==> src/sv/slt_pkg.sv <==
// ----------------------------------------------------------------------------
// slt_pkg
// shared types and constants of the server load table
// ----------------------------------------------------------------------------
`default_nettype none

package slt_pkg;

  localparam int unsigned DEFAULT_DEPTH = 16;
  localparam int unsigned OP_W          = 2;
  localparam int unsigned STAT_W        = 2;
  localparam int unsigned ADDR_W        = 32;
  localparam int unsigned LOAD_W        = 32;

  typedef enum logic [OP_W-1:0] {
    OP_ADD    = 2'd0,
    OP_REMOVE = 2'd1,
    OP_GET    = 2'd2,
    OP_SET    = 2'd3
  } op_e;

  typedef enum logic [STAT_W-1:0] {
    STAT_OK     = 2'd0,
    STAT_ABSENT = 2'd1,
    STAT_EMPTY  = 2'd2,
    STAT_FULL   = 2'd3
  } status_e;

  typedef enum logic [2:0] {
    S_IDLE,
    S_DISPATCH,
    S_SCAN,
    S_SHIFT,
    S_RESP
  } state_e;

endpackage : slt_pkg

`default_nettype wire

==> src/sv/slt_ram.sv <==
// ----------------------------------------------------------------------------
// slt_ram
// generic single write port, single read port ram with registered read data
// ----------------------------------------------------------------------------
`default_nettype none

module slt_ram #(
  parameter int unsigned WIDTH = 32,
  parameter int unsigned DEPTH = 16,
  localparam int unsigned AW   = (DEPTH > 1) ? $clog2(DEPTH) : 1
) (
  input  wire logic             clk_i,
  input  wire logic             we_i,
  input  wire logic [AW-1:0]    waddr_i,
  input  wire logic [WIDTH-1:0] wdata_i,
  input  wire logic [AW-1:0]    raddr_i,
  output logic      [WIDTH-1:0] rdata_o
);

  logic [WIDTH-1:0] mem_q [DEPTH];
  logic [WIDTH-1:0] rdata_q;

  always_ff @(posedge clk_i) begin
    if (we_i) begin
      mem_q[waddr_i] <= wdata_i;
    end
    rdata_q <= mem_q[raddr_i];
  end

  assign rdata_o = rdata_q;

endmodule : slt_ram

`default_nettype wire

==> src/sv/server_load_table_core.sv <==
// ----------------------------------------------------------------------------
// server_load_table_core
// ordered table of (ipv4 address, q16.16 load) entries with add, remove,
// get and set, driven by one address compare unit under a small sequencer
// ----------------------------------------------------------------------------
// usage:
//   s_axis carries one command item: tuser = operation, tdata = address and
//   load. m_axis returns one result item per command: tuser = status,
//   tdata = load (nonzero only for a successful get).
//   s_axis_tready is high only while the sequencer is idle; one command is
//   worked on at a time.
// sequence, accept to result valid:
//   add                 dispatch writes the new entry on top unless full, then resp
//   get / set           dispatch, then a top-down scan that
//                       reads one entry a cycle through the ram read port, then resp
//   remove              the same scan, then a shift over every entry above the match,
//                       the compaction moving one entry a cycle
//                       through the same port, then resp
//   on an empty table, get, set and remove go from dispatch straight to resp
// the result sits in an output register; a new command can be taken while
// it waits, and the sequencer holds its next result in resp until that one
// is taken.
// reset empties the table at once (entry count to zero, no clearing pass)
// and drops any pending result.
// ----------------------------------------------------------------------------
`default_nettype none

module server_load_table_core
  import slt_pkg::*;
#(
  parameter int unsigned TABLE_DEPTH = DEFAULT_DEPTH
) (
  input  wire logic        clk_i,
  input  wire logic        rst_ni,
  // command items
  input  wire logic        s_axis_tvalid,
  output logic             s_axis_tready,
  input  wire logic [63:0] s_axis_tdata,  // [31:0] server_address, [63:32] load_value
  input  wire logic [1:0]  s_axis_tuser,  // [1:0] operation
  // result items
  output logic             m_axis_tvalid,
  input  wire logic        m_axis_tready,
  output logic      [31:0] m_axis_tdata,  // [31:0] load_out
  output logic      [1:0]  m_axis_tuser   // [1:0] status
);

  localparam int unsigned AW = (TABLE_DEPTH > 1) ? $clog2(TABLE_DEPTH) : 1;
  localparam int unsigned CW = $clog2(TABLE_DEPTH + 1);
  localparam logic [CW-1:0] FULL_COUNT = CW'(TABLE_DEPTH);

  state_e            state_q, state_d;
  op_e               op_q, op_d;
  logic [ADDR_W-1:0] key_q, key_d;
  logic [LOAD_W-1:0] load_q, load_d;
  logic [CW-1:0]     count_q, count_d;
  logic [AW-1:0]     rd_idx_q, rd_idx_d;
  logic              issued_all_q, issued_all_d;
  logic              cmp_vld_q, cmp_vld_d;
  logic [AW-1:0]     cmp_idx_q, cmp_idx_d;
  logic [CW-1:0]     sh_rd_q, sh_rd_d;
  logic              mv_vld_q, mv_vld_d;
  logic [AW-1:0]     mv_wr_q, mv_wr_d;
  status_e           res_status_q, res_status_d;
  logic [LOAD_W-1:0] res_load_q, res_load_d;
  logic              m_valid_q, m_valid_d;
  status_e           m_status_q, m_status_d;
  logic [LOAD_W-1:0] m_load_q, m_load_d;

  logic              addr_we, load_we;
  logic [AW-1:0]     waddr, raddr;
  logic [ADDR_W-1:0] addr_wdata, addr_rdata;
  logic [LOAD_W-1:0] load_wdata, load_rdata;
  logic              hit;

  slt_ram #(
    .WIDTH (ADDR_W),
    .DEPTH (TABLE_DEPTH)
  ) u_addr_ram (
    .clk_i   (clk_i),
    .we_i    (addr_we),
    .waddr_i (waddr),
    .wdata_i (addr_wdata),
    .raddr_i (raddr),
    .rdata_o (addr_rdata)
  );

  slt_ram #(
    .WIDTH (LOAD_W),
    .DEPTH (TABLE_DEPTH)
  ) u_load_ram (
    .clk_i   (clk_i),
    .we_i    (load_we),
    .waddr_i (waddr),
    .wdata_i (load_wdata),
    .raddr_i (raddr),
    .rdata_o (load_rdata)
  );

  // the shared compare unit
  assign hit = cmp_vld_q && (addr_rdata == key_q);

  always_ff @(posedge clk_i or negedge rst_ni) begin
    if (!rst_ni) begin
      state_q      <= S_IDLE;
      count_q      <= '0;
      issued_all_q <= 1'b0;
      cmp_vld_q    <= 1'b0;
      mv_vld_q     <= 1'b0;
      m_valid_q    <= 1'b0;
    end else begin
      state_q      <= state_d;
      count_q      <= count_d;
      issued_all_q <= issued_all_d;
      cmp_vld_q    <= cmp_vld_d;
      mv_vld_q     <= mv_vld_d;
      m_valid_q    <= m_valid_d;
    end
  end

  always_ff @(posedge clk_i) begin
    op_q         <= op_d;
    key_q        <= key_d;
    load_q       <= load_d;
    rd_idx_q     <= rd_idx_d;
    cmp_idx_q    <= cmp_idx_d;
    sh_rd_q      <= sh_rd_d;
    mv_wr_q      <= mv_wr_d;
    res_status_q <= res_status_d;
    res_load_q   <= res_load_d;
    m_status_q   <= m_status_d;
    m_load_q     <= m_load_d;
  end

  always_comb begin
    state_d      = state_q;
    op_d         = op_q;
    key_d        = key_q;
    load_d       = load_q;
    count_d      = count_q;
    rd_idx_d     = rd_idx_q;
    issued_all_d = issued_all_q;
    cmp_vld_d    = cmp_vld_q;
    cmp_idx_d    = cmp_idx_q;
    sh_rd_d      = sh_rd_q;
    mv_vld_d     = mv_vld_q;
    mv_wr_d      = mv_wr_q;
    res_status_d = res_status_q;
    res_load_d   = res_load_q;
    m_valid_d    = m_valid_q && !m_axis_tready;
    m_status_d   = m_status_q;
    m_load_d     = m_load_q;

    addr_we    = 1'b0;
    load_we    = 1'b0;
    waddr      = '0;
    raddr      = '0;
    addr_wdata = key_q;
    load_wdata = load_q;

    case (state_q)
      S_IDLE: begin
        if (s_axis_tvalid) begin
          op_d    = op_e'(s_axis_tuser);
          key_d   = s_axis_tdata[31:0];
          load_d  = s_axis_tdata[63:32];
          state_d = S_DISPATCH;
        end
      end

      S_DISPATCH: begin
        res_load_d = '0;
        if (op_q == OP_ADD) begin
          if (count_q == FULL_COUNT) begin
            res_status_d = STAT_FULL;
          end else begin
            addr_we      = 1'b1;
            load_we      = 1'b1;
            waddr        = count_q[AW-1:0];
            count_d      = count_q + 1'b1;
            res_status_d = STAT_OK;
          end
          state_d = S_RESP;
        end else if (count_q == '0) begin
          res_status_d = (op_q == OP_REMOVE) ? STAT_EMPTY : STAT_ABSENT;
          state_d      = S_RESP;
        end else begin
          rd_idx_d     = AW'(count_q - 1'b1);
          issued_all_d = 1'b0;
          cmp_vld_d    = 1'b0;
          state_d      = S_SCAN;
        end
      end

      // newest first: reads go out from the top, each compared in the cycle after its read
      S_SCAN: begin
        raddr = rd_idx_q;
        if (hit) begin
          cmp_vld_d    = 1'b0;
          res_status_d = STAT_OK;
          case (op_q)
            OP_GET: begin
              res_load_d = load_rdata;
              state_d    = S_RESP;
            end
            OP_SET: begin
              load_we = 1'b1;
              waddr   = cmp_idx_q;
              state_d = S_RESP;
            end
            default: begin
              sh_rd_d  = CW'(cmp_idx_q) + 1'b1;
              mv_vld_d = 1'b0;
              state_d  = S_SHIFT;
            end
          endcase
        end else if (cmp_vld_q && (cmp_idx_q == '0)) begin
          cmp_vld_d    = 1'b0;
          res_status_d = STAT_ABSENT;
          state_d      = S_RESP;
        end else begin
          cmp_vld_d = !issued_all_q;
          cmp_idx_d = rd_idx_q;
          if (rd_idx_q == '0) begin
            issued_all_d = 1'b1;
          end else begin
            rd_idx_d = rd_idx_q - 1'b1;
          end
        end
      end

      // close the gap: read slot j+1, write it to slot j in the next cycle
      S_SHIFT: begin
        if (mv_vld_q) begin
          addr_we    = 1'b1;
          load_we    = 1'b1;
          waddr      = mv_wr_q;
          addr_wdata = addr_rdata;
          load_wdata = load_rdata;
        end
        if (sh_rd_q != count_q) begin
          raddr    = sh_rd_q[AW-1:0];
          mv_vld_d = 1'b1;
          mv_wr_d  = AW'(sh_rd_q - 1'b1);
          sh_rd_d  = sh_rd_q + 1'b1;
        end else begin
          mv_vld_d = 1'b0;
          count_d  = count_q - 1'b1;
          state_d  = S_RESP;
        end
      end

      S_RESP: begin
        if (!m_valid_q || m_axis_tready) begin
          m_valid_d  = 1'b1;
          m_status_d = res_status_q;
          m_load_d   = res_load_q;
          state_d    = S_IDLE;
        end
      end

      default: begin
        state_d = S_IDLE;
      end
    endcase
  end

  assign s_axis_tready = (state_q == S_IDLE);
  assign m_axis_tvalid = m_valid_q;
  assign m_axis_tdata  = m_load_q;
  assign m_axis_tuser  = m_status_q;

  // entry count stays within the table
  assert property (@(posedge clk_i) disable iff (!rst_ni)
    count_q <= FULL_COUNT)
    else $error("entry count beyond table depth");

  // the count moves by at most one per cycle
  assert property (@(posedge clk_i) disable iff (!rst_ni)
    1'b1 |=> (count_q == $past(count_q)) || (count_q == $past(count_q) + 1'b1) ||
             (count_q == $past(count_q) - 1'b1))
    else $error("entry count jumped");

  // one command at a time
  assert property (@(posedge clk_i) disable iff (!rst_ni)
    s_axis_tvalid && s_axis_tready |=> !s_axis_tready)
    else $error("command taken while busy");

  // only a successful get returns a load
  assert property (@(posedge clk_i) disable iff (!rst_ni)
    m_axis_tvalid && (m_axis_tdata != '0) |-> (m_axis_tuser == STAT_OK))
    else $error("nonzero load with failing status");

  // full is reported only against a full table
  assert property (@(posedge clk_i) disable iff (!rst_ni)
    (state_q == S_RESP) && (res_status_q == STAT_FULL) |-> (count_q == FULL_COUNT))
    else $error("full status with room left");

endmodule : server_load_table_core

`default_nettype wire
==> config.mk <==
export PLATFORM = sky130hd
export DESIGN_NAME = server_load_table_core
export DESIGN_NICKNAME = d
export VERILOG_FILES = /design/src/sv/slt_pkg.sv /design/src/sv/slt_ram.sv /design/src/sv/server_load_table_core.sv
export SDC_FILE = /design/constraint.sdc
export NUM_CORES = 1
export LEC_CHECK = 0
export ABC_AREA = 0
export BUFFER_PORTS_ARGS = -buffer_cell sky130_fd_sc_hd__clkbuf_2
export CAP_MARGIN = 20
export CELL_PAD_IN_SITES_DETAIL_PLACEMENT = 0
export CELL_PAD_IN_SITES_GLOBAL_PLACEMENT = 2
export CORE_ASPECT_RATIO = 1.25
export CORE_MARGIN = 2
export CORE_UTILIZATION = 25
export DETAILED_ROUTE_END_ITERATION = 7
export PLACE_DENSITY_LB_ADDON = 0.1
export SLEW_MARGIN = 30
export SYNTH_ARGS = -nofsm -noshare
export SYNTH_HDL_FRONTEND = slang
export SYNTH_SLANG_ARGS = --single-unit
==> constraint.sdc <==
create_clock -name clk_i -period 8.9 [get_ports clk_i]
set_clock_uncertainty 0.15 [all_clocks]
set_input_delay 1.78 -clock clk_i [delete_from_list [all_inputs] [get_ports clk_i]]
set_output_delay 1.78 -clock clk_i [all_outputs]
set_load 0.01 [all_outputs]
==> qor.txt <==
Reg2reg start: count_q[2]$_DFFE_PN0P_
Post-Syn Area: 50000 um2
Worst reg2reg path endpoint: u_load_ram.rdata_o[10]$_DFF_P_
Worst min path class: reg -> reg
Post-synth ARST share: 0.00959
Worst skew pair latency: 0.79 ns
DRC violation count after routing: 0
Main synth FF type: edfxtp_1
Top cell type's share of synthesized area: 0.706
Largest area contributor in the netlist: edfxtp_1
Die Area: 203000 um2
Setup CP Type: reg -> reg
VDD IR-drop max: 0.260 mV
CP required: 9.39 ns
Post-synth EDFFs: 1175
Post-Syn Instances: 3391
DR vias/cell: 5.04
Finished Layout Cells: 6157
Core Region: 199000 um2
Hold Violations, Final: 0
Most numerous cell in the Yosys netlist: edfxtp_1
Final TNS setup: 0 ns
Port bufs: 105
Ranking of synthesized cells by area: edfxtp_1, a211oi_1, and3_1
FF-to-FF setup slack: 4.16 ns
Clk buf depth: 3
Largest net degree at the start of global routing: 168
Count of cell types in the netlist: 66
Drt first pass iters: 5
# Post-CTS Setup Buffers: 0
Die Width: 404 um
CP arrival: 5.24 ns
Row cnt: 183
Fin nets: 3514
Hold Worst Slack: 0.263 ns
Cells on worst reg2reg path: 8
Routed Antenna Nets: 0
Starting DRT DRC Count: 2059
Layout cells sized above 1: 0.129
Final worst-path cycle share: 0.533
Routability congestion estimate: 0.751
CP Max Fanout: 167
Commonest cells post-synth: edfxtp_1, a211oi_1, and3_1
RSZ-0062 raised after global routing: no
Clock Sinks: 1251
Dpl cells: 5878
Vias: 31000
Root Driver: clkbuf_16
Final slew viol count: 0
Crit. Startpoint: count_q[2]$_DFFE_PN0P_
Initial antenna violation count: 4
Cell Area, Placed: 53800 um2
Post-layout min period: 4.74 ns
Yosys reg bits: 1251
Relative slew slack: 0.296
Io pins: 106
Worst Setup End Kind: flop
GRT Overall Usage: 0.169
Gr ovfl total: 0
Synthesized area per cell: 14.7 um2
Fmax: 211 MHz
H-tree depth: 4
Min-delay src: res_load_q[7]$_SDFFCE_PN0P_
Syn_nets: 3467
Post-CTS Hold Buffers: 0
Final HPWL DP: 86.7 mm
Register area share after synthesis: 0.738
Initial Util: 0.251
Area Overhead vs Synth: 17.0%
Vias in the first global route: 32200
Post-Route WL: 174 mm
DIE HEIGHT: 504 um
Setup crit end: u_load_ram.rdata_o[10]$_DFF_P_
CTS buffer count: 148
Final instance area: 58500 um2
Leakage: 19.6 nW
Wire per inst: 28.3 um
CTS clk-pin slew, worst paths: 0.06 ns
Max Cap Viol: 0
Status: finished clean
Worst slew pin tran: 1.05 ns
Cell Pwr Density: 323 nW/um2
CTS tree: yes
Fill cell count: 19800
Startpoint types: flop
Global-route wire length before repair: 246 mm
Ys Warns: 0
Post_cts resized: 0
Count of final setup violators: 0
[sequential cells by signal, summed over array words and instances (netlist names)]
signal	cells
issued_all_q	1
m_axis_tdata	32
res_status_q	2
mv_vld_q	1
m_axis_tvalid	1
u_load_ram.rdata_o	32
u_load_ram.mem_q	512
cmp_vld_q	1
m_axis_tuser	2
res_load_q	32
cmp_idx_q	4
count_q	5
load_q	32
rd_idx_q	4
key_q	32
u_addr_ram.rdata_o	32
u_addr_ram.mem_q	512
mv_wr_q	4
sh_rd_q	5
op_q	2
state_q	3
[routing by layer]
metal	routed length [um]	part of all wire	track usage	vias up
li1	-	-	-	13800
met1	74300	0.43	0.214	16400
met2	89700	0.51	0.300	685
met3	5980	0.034	0.0215	216
met4	4510	0.026	0.0514	0
met5	0	0	0	-
[placed cells by master (no fill, tap or decap), types with 6 or more instances in the layout]
cell           n
or4_1         71
dfxtp_1       64
nor4_1        67
nor3b_2       12
inv_6          6
nor2_1        17
edfxtp_1    1175
a211oi_1     450
clkinvlp_4     7
buf_4         71
a21oi_1       19
o21ai_0        7
and3_1       385
nor2_4         7
clkbuf_2     105
clkbuf_1      54
clkbuf_16    148
nand4_1       11
buf_12         8
a221oi_1     131
nand2_1      342
xnor2_1       27
a311oi_1      63
dfrtp_1       12
inv_1         15
nor3_1        73
xor2_1        25
nor3_2         7
clkbuf_8      13
ha_1           6
clkinv_2      18
and2_1        33
clkinv_1      16
nand3_1        6
[how the worst min path moves through the flow]
stage                            endpoint  slack [ns]  depth (start not counted)
5_1_grt        m_axis_tdata[15]$_DFFE_PP_        0.27                          0
3_3_place_gp   m_axis_tdata[17]$_DFFE_PP_        0.25                          0
6_report        m_axis_tdata[7]$_DFFE_PP_        0.26                          0
2_1_floorplan   m_axis_tdata[0]$_DFFE_PP_        0.25                          0
4_1_cts         m_axis_tdata[7]$_DFFE_PP_        0.26                          0
3_5_place_dp   m_axis_tdata[31]$_DFFE_PP_        0.25                          0
[through the flow]
stage / util / setup WS [ns] / power (mW)
finish: 0.294 / 4.16 / 18.9
global route: 0.294 / 3.85 / 19.9
CTS: 0.294 / 4.03 / 19.3
detailed placement: 0.271 / 4.05 / 13.3
global placement: 0.270 / 4.13 / 13.2
floorplan: - / 2.57 / 11.2
[cell families (layout without fill, tap and decap cells)]
kind of cell | Yosys count | in the layout | share of synthesized area
other cells | 0 | 3 | 0
fa+ha+maj | 6 | 6 | 0.00150
compound gates | 701 | 701 | 0.110
xor+xnor | 52 | 52 | 0.00912
simple gates | 1066 | 1066 | 0.116
flops | 1251 | 1251 | 0.738
buf+inv | 312 | 485 | 0.0249
mux | 3 | 3 | 0.000601
[cell type report]
cell class / instances / area [um2] / share of cell area
Tap cell: 2590 / 3240 / 0.0554
Timing Repair Buffer: 192 / 1390 / 0.0238
Antenna cell: 3 / 7.51 / 0.000128
Clock buffer: 215 / 4090 / 0.0699
Inverter: 17 / 63.8 / 0.00109
Multi-Input combinational cell: 1828 / 12200 / 0.209
Sequential cell: 1251 / 36900 / 0.631
Clock inverter: 61 / 592 / 0.0101
[power breakdown]
group / internal (mW) / switching [mW]
Combinational: 1.31 / 3.68
Clock: 3.36 / 2.51
Sequential: 7.66 / 0.368
Total: 12.3 / 6.55
[critical path: stages, from the launching register on]
cell      delay [ns]
dfrtp_1         0.61
xor2_1          0.20
or4_4           0.71
buf_4           0.43
o21ai_4         0.29
buf_12          0.63
buf_4           0.62
a311oi_1        0.20
or4_1           0.53
Power figures use the tool's default switching activity.
